==> src/sv/agsv_pkg.sv <==
// ----------------------------------------------------------------------------
// agsv_pkg
// Shared constants, types and controller/datapath interface structs for the
// angular gap sieve.
// ----------------------------------------------------------------------------
package agsv_pkg;

  localparam int GAP_DEPTH     = 64;
  localparam int BLOCK_DEPTH   = 64;
  localparam int TAN_FRAC_BITS = 24;

  localparam int GAP_AW = $clog2(GAP_DEPTH);
  localparam int GAP_CW = $clog2(GAP_DEPTH + 1);
  localparam int BLK_AW = $clog2(BLOCK_DEPTH);
  localparam int BLK_CW = $clog2(BLOCK_DEPTH + 1);

  localparam int COORD_W = 32;
  localparam int DIFF_W  = COORD_W + 1;
  // magnitude of a coordinate difference fits in 32 bits
  localparam int DIV_NW  = COORD_W;
  localparam int DIV_QW  = DIV_NW + TAN_FRAC_BITS;
  localparam int DIV_CNW = $clog2(DIV_QW);

  typedef logic signed [31:0]        tan_t;
  typedef logic signed [COORD_W-1:0] coord_t;
  typedef logic signed [DIFF_W-1:0]  diff_t;

  localparam tan_t TAN_MAX = 32'sh7FFF_FFFF;
  localparam tan_t TAN_MIN = 32'sh8000_0000;
  localparam tan_t TAN_ONE = tan_t'(64'sd1 << TAN_FRAC_BITS);

  typedef enum logic [1:0] {
    OP_ADD     = 2'd0,
    OP_SIEVE   = 2'd1,
    OP_RESTART = 2'd2
  } op_t;

  typedef struct packed {
    tan_t hi;
    tan_t lo;
  } span_t;

  typedef struct packed {
    logic latch_in;
    logic div_start;
    logic div_pt;
    logic store_tan;
    logic restart;
    logic scan_init;
    logic scan_rd;
    logic scan_next;
    logic set_ovf;
    logic shift_init;
    logic shift_rd;
    logic shift_wr;
    logic ins_wr;
    logic sv_init;
    logic src_rd;
    logic cur_load;
    logic blk_rd;
    logic sv_skip;
    logic sv_drop;
    logic sv_emit;
    logic sv_split;
    logic sv_clip;
    logic flush;
    logic copy_wr;
    logic sv_fin;
    logic em_init;
    logic em_load;
    logic em_none;
  } cmd_t;

  typedef struct packed {
    logic div_done;
    logic scan_end;
    logic scan_less;
    logic scan_eq;
    logic blk_full;
    logic shift_end;
    logic src_end;
    logic blk_end;
    logic blk_pass;
    logic gap_empty;
    logic blk_past;
    logic create;
    logic gap_room;
    logic gap_none;
    logic em_last;
    logic out_free;
  } sts_t;

endpackage

==> src/sv/agsv_ctrl.sv <==
// ----------------------------------------------------------------------------
// agsv_ctrl
// Sequencer for add, sieve and restart items: drives datapath commands from
// its state and the datapath status.
// ----------------------------------------------------------------------------
module agsv_ctrl import agsv_pkg::*; (
  input  logic       clk,
  input  logic       rst_n,
  input  logic       in_valid,
  input  logic [1:0] in_op,
  output logic       in_ready,
  input  sts_t       sts,
  output cmd_t       cmd
);

  typedef enum logic [4:0] {
    ST_IDLE, ST_DIV0_GO, ST_DIV0_W, ST_DIV1_GO, ST_DIV1_W,
    ST_SCAN, ST_SCAN_CMP, ST_PLACE, ST_SHIFT, ST_SHIFT_WR,
    ST_VLOAD, ST_VLOAD_W, ST_VBLK, ST_VBLK_W, ST_VFLUSH,
    ST_VCOPY, ST_VCOPY_W, ST_VFIN, ST_ERD, ST_ELD, ST_ENONE
  } state_t;

  state_t state_r;
  state_t state_nxt;

  always_comb begin
    cmd       = '0;
    state_nxt = state_r;
    in_ready  = (state_r == ST_IDLE);
    case (state_r)
      ST_IDLE: begin
        if (in_valid) begin
          cmd.latch_in = 1'b1;
          case (op_t'(in_op))
            OP_ADD:     state_nxt = ST_DIV0_GO;
            OP_SIEVE: begin
              cmd.sv_init = 1'b1;
              state_nxt   = ST_VLOAD;
            end
            OP_RESTART: cmd.restart = 1'b1;
            default:    state_nxt = ST_IDLE;
          endcase
        end
      end
      ST_DIV0_GO: begin
        cmd.div_start = 1'b1;
        state_nxt     = ST_DIV0_W;
      end
      ST_DIV0_W: begin
        if (sts.div_done) begin
          cmd.store_tan = 1'b1;
          state_nxt     = ST_DIV1_GO;
        end
      end
      ST_DIV1_GO: begin
        cmd.div_pt    = 1'b1;
        cmd.div_start = 1'b1;
        state_nxt     = ST_DIV1_W;
      end
      ST_DIV1_W: begin
        cmd.div_pt = 1'b1;
        if (sts.div_done) begin
          cmd.store_tan = 1'b1;
          cmd.scan_init = 1'b1;
          state_nxt     = ST_SCAN;
        end
      end
      ST_SCAN: begin
        if (sts.scan_end) begin
          state_nxt = ST_PLACE;
        end else begin
          cmd.scan_rd = 1'b1;
          state_nxt   = ST_SCAN_CMP;
        end
      end
      ST_SCAN_CMP: begin
        if (sts.scan_less) begin
          cmd.scan_next = 1'b1;
          state_nxt     = ST_SCAN;
        end else if (sts.scan_eq) begin
          state_nxt = ST_IDLE;
        end else begin
          state_nxt = ST_PLACE;
        end
      end
      ST_PLACE: begin
        if (sts.blk_full) begin
          cmd.set_ovf = 1'b1;
          state_nxt   = ST_IDLE;
        end else begin
          cmd.shift_init = 1'b1;
          state_nxt      = ST_SHIFT;
        end
      end
      ST_SHIFT: begin
        if (sts.shift_end) begin
          cmd.ins_wr = 1'b1;
          state_nxt  = ST_IDLE;
        end else begin
          cmd.shift_rd = 1'b1;
          state_nxt    = ST_SHIFT_WR;
        end
      end
      ST_SHIFT_WR: begin
        cmd.shift_wr = 1'b1;
        state_nxt    = ST_SHIFT;
      end
      ST_VLOAD: begin
        if (sts.src_end) begin
          state_nxt = ST_VFIN;
        end else begin
          cmd.src_rd = 1'b1;
          state_nxt  = ST_VLOAD_W;
        end
      end
      ST_VLOAD_W: begin
        cmd.cur_load = 1'b1;
        state_nxt    = ST_VBLK;
      end
      ST_VBLK: begin
        if (sts.blk_end) begin
          state_nxt = ST_VFLUSH;
        end else begin
          cmd.blk_rd = 1'b1;
          state_nxt  = ST_VBLK_W;
        end
      end
      ST_VBLK_W: begin
        state_nxt = ST_VBLK;
        if (sts.blk_pass) begin
          cmd.sv_skip = 1'b1;
        end else if (sts.gap_empty) begin
          cmd.sv_drop = 1'b1;
          state_nxt   = ST_VLOAD;
        end else if (sts.blk_past) begin
          cmd.sv_emit = 1'b1;
          state_nxt   = ST_VLOAD;
        end else if (sts.create) begin
          if (sts.gap_room) begin
            cmd.sv_split = 1'b1;
          end else begin
            cmd.set_ovf = 1'b1;
            cmd.sv_skip = 1'b1;
          end
        end else begin
          cmd.sv_clip = 1'b1;
        end
      end
      ST_VFLUSH: begin
        cmd.flush = 1'b1;
        state_nxt = ST_VCOPY;
      end
      ST_VCOPY: begin
        if (sts.src_end) begin
          state_nxt = ST_VFIN;
        end else begin
          cmd.src_rd = 1'b1;
          state_nxt  = ST_VCOPY_W;
        end
      end
      ST_VCOPY_W: begin
        cmd.copy_wr = 1'b1;
        state_nxt   = ST_VCOPY;
      end
      ST_VFIN: begin
        cmd.sv_fin  = 1'b1;
        cmd.em_init = 1'b1;
        state_nxt   = sts.gap_none ? ST_ENONE : ST_ERD;
      end
      ST_ERD: begin
        cmd.src_rd = 1'b1;
        state_nxt  = ST_ELD;
      end
      ST_ELD: begin
        if (sts.out_free) begin
          cmd.em_load = 1'b1;
          state_nxt   = sts.em_last ? ST_IDLE : ST_ERD;
        end
      end
      ST_ENONE: begin
        if (sts.out_free) begin
          cmd.em_none = 1'b1;
          state_nxt   = ST_IDLE;
        end
      end
      default: state_nxt = ST_IDLE;
    endcase
  end

  always_ff @(posedge clk) begin
    if (!rst_n) begin
      state_r <= ST_IDLE;
    end else begin
      state_r <= state_nxt;
    end
  end

endmodule

==> config.mk <==
export PLATFORM = sky130hd
export DESIGN_NAME = agsv_ctrl
export DESIGN_NICKNAME = d
export VERILOG_FILES = /design/src/sv/agsv_pkg.sv /design/src/sv/agsv_ctrl.sv
export SDC_FILE = /design/constraint.sdc
export NUM_CORES = 1
export LEC_CHECK = 0
export ABC_AREA = 1
export ABC_CLOCK_PERIOD_IN_PS = 3700
export BUFFER_PORTS_ARGS = -buffer_cell sky130_fd_sc_hd__buf_4
export CAP_MARGIN = 30
export CORE_MARGIN = 3
export CORE_UTILIZATION = 40
export DETAILED_ROUTE_END_ITERATION = 8
export HOLD_SLACK_MARGIN = 0.08
export PLACE_DENSITY_LB_ADDON = 0.05
export RECOVER_POWER = 100
export SLEW_MARGIN = 0
export SYNTH_ARGS = -nofsm -noshare
export SYNTH_HDL_FRONTEND = slang
export SYNTH_SLANG_ARGS = --single-unit
==> constraint.sdc <==
create_clock -name clk -period 3.7 [get_ports clk]
set_input_delay 0.555 -clock clk [delete_from_list [all_inputs] [get_ports clk]]
set_output_delay 0.555 -clock clk [all_outputs]
set_load 0.05 [all_outputs]
==> key figures, run 1 <==
Synthesis
  • Yosys top cell by area: nand2_1
  • Post-synthesis cell type count: 21
  • Synth area leaders: nand2_1, nor2_1, dfxtp_1, inv_1, nand3_1
  • Post-synthesis register bit count: 5
  • Ys flop type: dfxtp_1
  • Simple-gate share of the synthesized area: 63.3%
  • Synthesized cell area: 858 um2
  • Post-Syn Area per Cell: 4.99 um2
  • Share of the synthesized area in the top cell type: 17.5%
  • Sequential fraction of the synthesis area: between 10% and 20%
  • Post-Synth XOR/XNOR Area: 0%
  • Most common cell in the netlist: nand2_1
  • Warnings from Yosys: 0
  • Synth Area in Compound Gates: 9.62%
  • Post-synthesis cell count: 172
  • Synth Area in Adders: 0%
  • Syn Nets: between 150 and 200
  • Top cells by count, synth: nand2_1, nor2_1, inv_1
  • Combinational family with the most area after synthesis: simple AND/OR/NAND/NOR gates
  • Post-synth EDFFs: 0
  • Fraction of registers with async set/reset: 0%
  • Post-synthesis mux area share: 0%

CTS
  • TritonCTS buffer count: 3
  • Clock Sinks: 5
  • Total setup buffers inserted after CTS: 0
  • CTS clk-pin slew, worst paths: ~0.05 ns
  • Post-cts resize count: 0
  • Root buf cell: clkbuf_4
  • Worst-skew pair later-pin latency: 0.25 ns
  • CTS Hold Bufs: 0
  • H-tree depth: 1
  • CTS tree: built
  • Longest Clk Path Bufs: 2

Timing
  • Fmax: 363 MHz
  • Fin. Hold Viols: 0
  • Setup-failing EPs final: 0
  • RSZ-0062 raised after global routing: false
  • Min cycle time layout: 2.75 ns
  • Worst-margin pin slew: roughly 0.61 ns
  • Clock Skew: 0.00146 ns
  • Fin. max-slew vios: 0
  • Final period utilization: 74.4%
  • Setup_tns: 0 ns
  • Slew HR: around three fifths

Global route
  • Initial antenna violation count: 0
  • Total GRT Usage: 23.7%
  • Total congestion overflow: 0
  • Global-route wire length before repair: 4950 um
  • Met1 usage: 31.4%
  • Number of global-route vias before repair: 1157
  • GRT met2 Usage: 38.8%
  • Met3 usage: 4.56%
  • Global route hottest layer: met2
  • Largest net degree at the start of global routing: 9

Floorplan
  • Core ar.: 0.00200 mm2
  • IO Count: 50
  • Die area: 0.00274 mm2
  • Row Count: 16
  • Initial Util: 42.9%
  • Die Width: 52.3 um
  • Die Ht: between 50 and 60 um

Drt
  • First-pass DRT Iterations: 4
  • Wire per inst: 11.9 um
  • Final ANT Viol Nets: 0
  • Post-DR vias/cell: 4.98
  • Post-route DRC: 0
  • Total number of vias: 1244
  • Routed WL: 2980 um
  • Initial DRC count: 64

Pwr
  • VDD IR max: 189 uV
  • Int Pwr: approximately 0.16 mW
  • Power per cell area: 331 mW/mm2
  • Comb pwr share: 63.1%
  • Sw frac: 56.8%
  • Clock power share: between 10% and 20%
  • Switching pwr: 0.217 mW
  • Seq pwr share: a little under a fifth
  • Lkg Pwr: 0.669 nW

Setup path
  • WP data arrival: 2.20 ns
  • Worst R2R Setup Slack: roughly 1.8 ns
  • CP endpoint kind: primary output
  • Worst Path Required: roughly 3.1 ns
  • CP Launch Type: flop
  • Crit-path max FO: 8
  • CP Class: reg -> out

Finish
  • Area added between synthesis and finish: 34.4%
  • Finished Layout Cells: 250
  • Util after Layout: just under 60%
  • Share of cells above drive strength 1: between 10% and 20%
  • Post-Layout Inst Area: 0.00115 mm2
  • Nets@finish: between 200 and 250
  • Largest regs: state_r: 5 flops
  • Diodes inserted: 0
  • Fillers: 251
  • Max FFs per register: 5
  • FF/Latch Area: ~100 um2
  • Multi-input logic area: between 500 and 600 um2
  • Largest reg by FF count: state_r

Place
  • IO Port Bufs: 49
  • Placed cell areas: 0.00125 mm2
  • Inst Count DP: 246
  • Post-DP HPWL: 2500 um
  • GPL Wtd Cong: 0.955

Job
  • Max Cap Violations: 0

Worst hold path
  • Hold crit path type: reg -> reg

Outcome
  • Status: completed
-- logic make-up (layout without fill, tap and decap cells) --
| group | Yosys count | after routing |
|---|---|---|
| flops | 5 | 5 |
| compound gates | 16 | 16 |
| simple gates | 117 | 117 |
| buf+inv | 34 | 85 |
-- routing by layer --
layer | part of all wire, % | up-vias
li1 | - | 642
met1 | 44 | 536
met2 | 46 | 60
met3 | 8.8 | 6
met4 | 1.4 | 0
met5 | 0 | -
-- power by group through the flow --
| stage | combinational [mW] | sequential, mW | clock, mW |
|---|---|---|---|
| detailed placement | 0.264 | 0.0778 | 0 |
| global route | 0.263 | 0.0740 | 0.0722 |
| global placement | 0.264 | 0.0766 | 0 |
| finish | 0.241 | 0.0721 | 0.0686 |
| CTS | 0.264 | 0.0767 | 0.0694 |
| floorplan | 0.184 | 0.0750 | 0 |
-- metrics by stage --
stage,hold slack (ns),total power [mW],worst slack (ns)
after floorplan,0.518,0.259,0.641
after CTS,0.563,0.410,1.42
final,0.553,0.381,0.948
after global placement,0.555,0.340,1.74
after global routing,0.609,0.409,0.792
after detailed placement,0.557,0.341,1.67
-- worst max-delay path, stage by stage, from the launching register on --
cell and delay, ns:
dfxtp_1 0.37, inv_1 0.19, nand3_1 0.15, nor2_1 0.35
inv_2 0.10, nor4b_1 0.27, clkbuf_1 0.51
-- layout make-up --
cell class,instances,share of cell area [%]
Multi-Input combinational cell,133,50.3
Timing Repair Buffer,49,25.4
Inverter,32,10.4
Sequential cell,5,8.68
Tap cell,27,2.93
Clock buffer,4,2.28
-- final timing paths --
path,cells past startpoint,start,to
worst max-delay path,6,state_r[4]$_SDFFE_PN0P_,cmd[8]
worst min-delay path,2,state_r[2]$_SDFFE_PN0P_,state_r[2]$_SDFFE_PN0P_
worst max register to register,8,state_r[1]$_SDFFE_PN0P_,state_r[4]$_SDFFE_PN0P_
worst min register to register,2,state_r[2]$_SDFFE_PN0P_,state_r[2]$_SDFFE_PN0P_
-- cells in the final DEF (no fill, tap or decap), types with 4 or more instances in the layout --
cell	synthesis	routed
clkbuf_1	0	21
nand3_1	12	14
inv_2	9	5
dfxtp_1	5	5
nor2_1	37	43
a21oi_1	7	7
nand4_1	4	4
inv_1	23	27
nand2_1	40	42
buf_4	1	29
nor3_1	6	6
o21ai_1	5	5
Power figures use the tool's default switching activity.
==> run 2, diff against run 1 <==
--- a/config.mk
+++ b/config.mk
@@ -6,7 +6,7 @@
 export NUM_CORES = 1
 export LEC_CHECK = 0
 export ABC_AREA = 1
-export ABC_CLOCK_PERIOD_IN_PS = 3700
+export ABC_CLOCK_PERIOD_IN_PS = 2700
 export BUFFER_PORTS_ARGS = -buffer_cell sky130_fd_sc_hd__buf_4
 export CAP_MARGIN = 30
 export CORE_MARGIN = 3
==> constraint.sdc (replaced) <==
create_clock -name clk -period 2.7 [get_ports clk]
set_input_delay 0.405 -clock clk [delete_from_list [all_inputs] [get_ports clk]]
set_output_delay 0.405 -clock clk [all_outputs]
set_load 0.05 [all_outputs]
==> run 2 against run 1 <==
Against the previous run: sequential power grew 37%; clock-buffer cell count did not move; global-route usage decreased by 1.2 points; first-iteration DRC count fell by 48%; design area rose by 2.0%; total power increased by 33%; setup slack worse by 0.58 ns; wire length fell by 3.8%; sequential share of layout area shrank 0.17 points; core utilization increased by 1.1 points; non-clock buffer count did not move; via count grew 0.56%; critical path type unchanged.
==> key figures, run 2 (same netlist as run 1, synthesis figures left out) <==
Drt
  • Initial DRC count: 33 (-48%)
  • First-pass DRT Iterations: 4 (unchanged)
  • Final ANT Viol Nets: 0 (unchanged)
  • Wire per inst: 11.5 um (-3.8%)
  • Total number of vias: 1251 (+0.56%)
  • Routed WL: 2870 um (-3.8%)
  • Post-route DRC: 0 (unchanged)
  • Post-DR vias/cell: 5.00 (+0.56%)

Setup path
  • Worst setup path start: state_r[1]$_SDFFE_PN0P_
  • CP endpoint kind: primary output
  • Worst R2R Start: state_r[1]$_SDFFE_PN0P_
  • Worst path max stage delay: 0.48 ns (-0.03 ns)
  • Crit-path cells: nor2_1 > nand2_1 > a21oi_1 > clkbuf_1
  • Worst Path Required: 2.30 ns (-0.84 ns)
  • Crit-path max FO: 7 (-1)
  • Buf+Inv Stages, Crit Path: 1 (-2)
  • Slowest CP cell: clkbuf_1
  • Worst path top cell family by delay: simple AND/OR/NAND/NOR gates
  • CP Launch Type: flop
  • WP data arrival: 1.93 ns (-0.27 ns)
  • CP Class: reg -> out

CTS
  • Clock Sinks: 5 (unchanged)
  • Post-cts resize count: 0 (unchanged)
  • CTS clk-pin slew, worst paths: 0.04 ns (about the same)
  • Worst-skew pair later-pin latency: 0.25 ns (about the same)
  • Root buf cell: clkbuf_4
  • Longest Clk Path Bufs: 2 (unchanged)
  • H-tree depth: 1 (unchanged)
  • TritonCTS buffer count: 3 (unchanged)
  • CTS Hold Bufs: 0 (unchanged)
  • Total setup buffers inserted after CTS: 0 (unchanged)
  • CTS tree: built

Timing
  • Final period utilization: 86.5%
  • RSZ-0062 raised after global routing: false
  • Clock Skew: 0.00118 ns (-0.000278 ns)
  • Min cycle time layout: 2.33 ns
  • Slew HR: 59.6% (-0.10 points)
  • Setup-failing EPs final: 0 (unchanged)
  • Fin. Hold Viols: 0 (unchanged)
  • Fin. max-slew vios: 0 (unchanged)
  • Fmax: 428 MHz
  • Worst-margin pin slew: 0.609 ns (+0.00154 ns)

Finish
  • Largest reg by FF count: state_r
  • Nets@finish: 245 (unchanged)
  • Util after Layout: 58.8% (+1.1 points)
  • Diodes inserted: 0 (unchanged)
  • Share of cells above drive strength 1: 22.4% (+4.0 points)
  • Finished Layout Cells: 250 (unchanged)
  • Most frequent cells in the layout: nor2_1, nand2_1, buf_4
  • Max FFs per register: 5 (unchanged)
  • Area added between synthesis and finish: 37.0%
  • Commonest non-fill, non-tap cell in the layout: nor2_1
  • Largest regs: state_r: 5 flops

Pwr
  • Power Total: 0.508 mW (+33%)
  • Power per cell area: 432 mW/mm2 (+31%)
  • Lkg Pwr: 0.684 nW (+2.2%)
  • VDD IR max: 357 uV (+89%)

Global route
  • Number of global-route vias before repair: 1157 (unchanged)
  • Total congestion overflow: 0 (unchanged)
  • Largest net degree at the start of global routing: 9 (unchanged)
  • Total GRT Usage: 22.5% (-1.2 points)
  • Initial antenna violation count: 0 (unchanged)
  • Global-route wire length before repair: 4750 um (-4.0%)

Place
  • IO Port Bufs: 49 (unchanged)
  • Inst Count DP: 246 (unchanged)
  • Post-DP HPWL: 2490 um (-0.64%)
  • GPL Wtd Cong: 0.928 (-2.9%)

Floorplan
  • IO Count: 50 (unchanged)
  • Row Count: 16 (unchanged)
  • Die area: 0.00274 mm2 (unchanged)
  • Die Ht: 52.3 um (unchanged)
  • Initial Util: 42.9% (unchanged)
  • Die Width: 52.3 um (unchanged)
  • Core ar.: 0.00200 mm2 (unchanged)

Job
  • Max Cap Violations: 0 (unchanged)

Worst hold path
  • Hold_sp: rst_n
  • Hold crit path type: in -> reg

Outcome
  • Status: completed
==> run 2: cell count changes in the layout (fill, tap and decap cells not counted), moves of 3 or more <==
cell | previous run | this run
clkbuf_1 | 21 | 16
inv_2 | 5 | 8
inv_1 | 27 | 24
buf_4 | 29 | 32
==> run 2: report_power, final <==
| part | internal, mW | switching [mW] |
|---|---|---|
| combinational | 0.0818 | 0.240 |
| clock | 0.0560 | 0.0322 |
| sequential | 0.0837 | 0.0151 |
==> run 2: layout make-up <==
cell class                 instances  area (um2)
fill                             235         826
inverter                          32         120
sequential                         5         100
multi-input combinational        133         589
tap                               27        33.8
clock buffer                       4        26.3
timing repair buffer              49         307
==> run 2: final timing paths <==
path                                           endpoint  slack, ns  cells past startpoint
worst max-delay path                            cmd[24]       0.37                      4
worst min-delay path            state_r[3]$_SDFFE_PN0P_       0.46                      3
worst max register to register  state_r[4]$_SDFFE_PN0P_       0.85                      8
worst min register to register  state_r[2]$_SDFFE_PN0P_       0.54                      2
==> run 2: worst reg2reg max path, delay by kind of cell, from the launching register on <==
kind | cells | cell delay (ns)
simple gates | 3 | 0.87
flops | 1 | 0.36
compound gates | 3 | 0.32
buf+inv | 2 | 0.19
==> run 2: layer usage <==
| metal | global-route usage [%] | vias to the layer above | routed length, um |
|---|---|---|---|
| met1 | 28.3 | 546 | 1240 |
| met5 | 0 | - | 0 |
| met3 | 5.98 | 2 | 259 |
| met4 | 3.83 | 0 | 7 |
| li1 | - | 646 | - |
| met2 | 38.6 | 57 | 1370 |
==> run 2: metrics by stage <==
step | instance area (um2) | hold WS [ns] | TNS, ns | setup WS [ns]
2_1_floorplan | 865 | 0.518 | -0.0961 | -0.0481
3_3_place_gp | 1250 | 0.553 | 0 | 0.957
3_5_place_dp | 1250 | 0.554 | 0 | 0.907
4_1_cts | 1280 | 0.460 | 0 | 0.631
5_1_grt | 1180 | 0.484 | 0 | 0.261
6_report | 1180 | 0.459 | 0 | 0.365
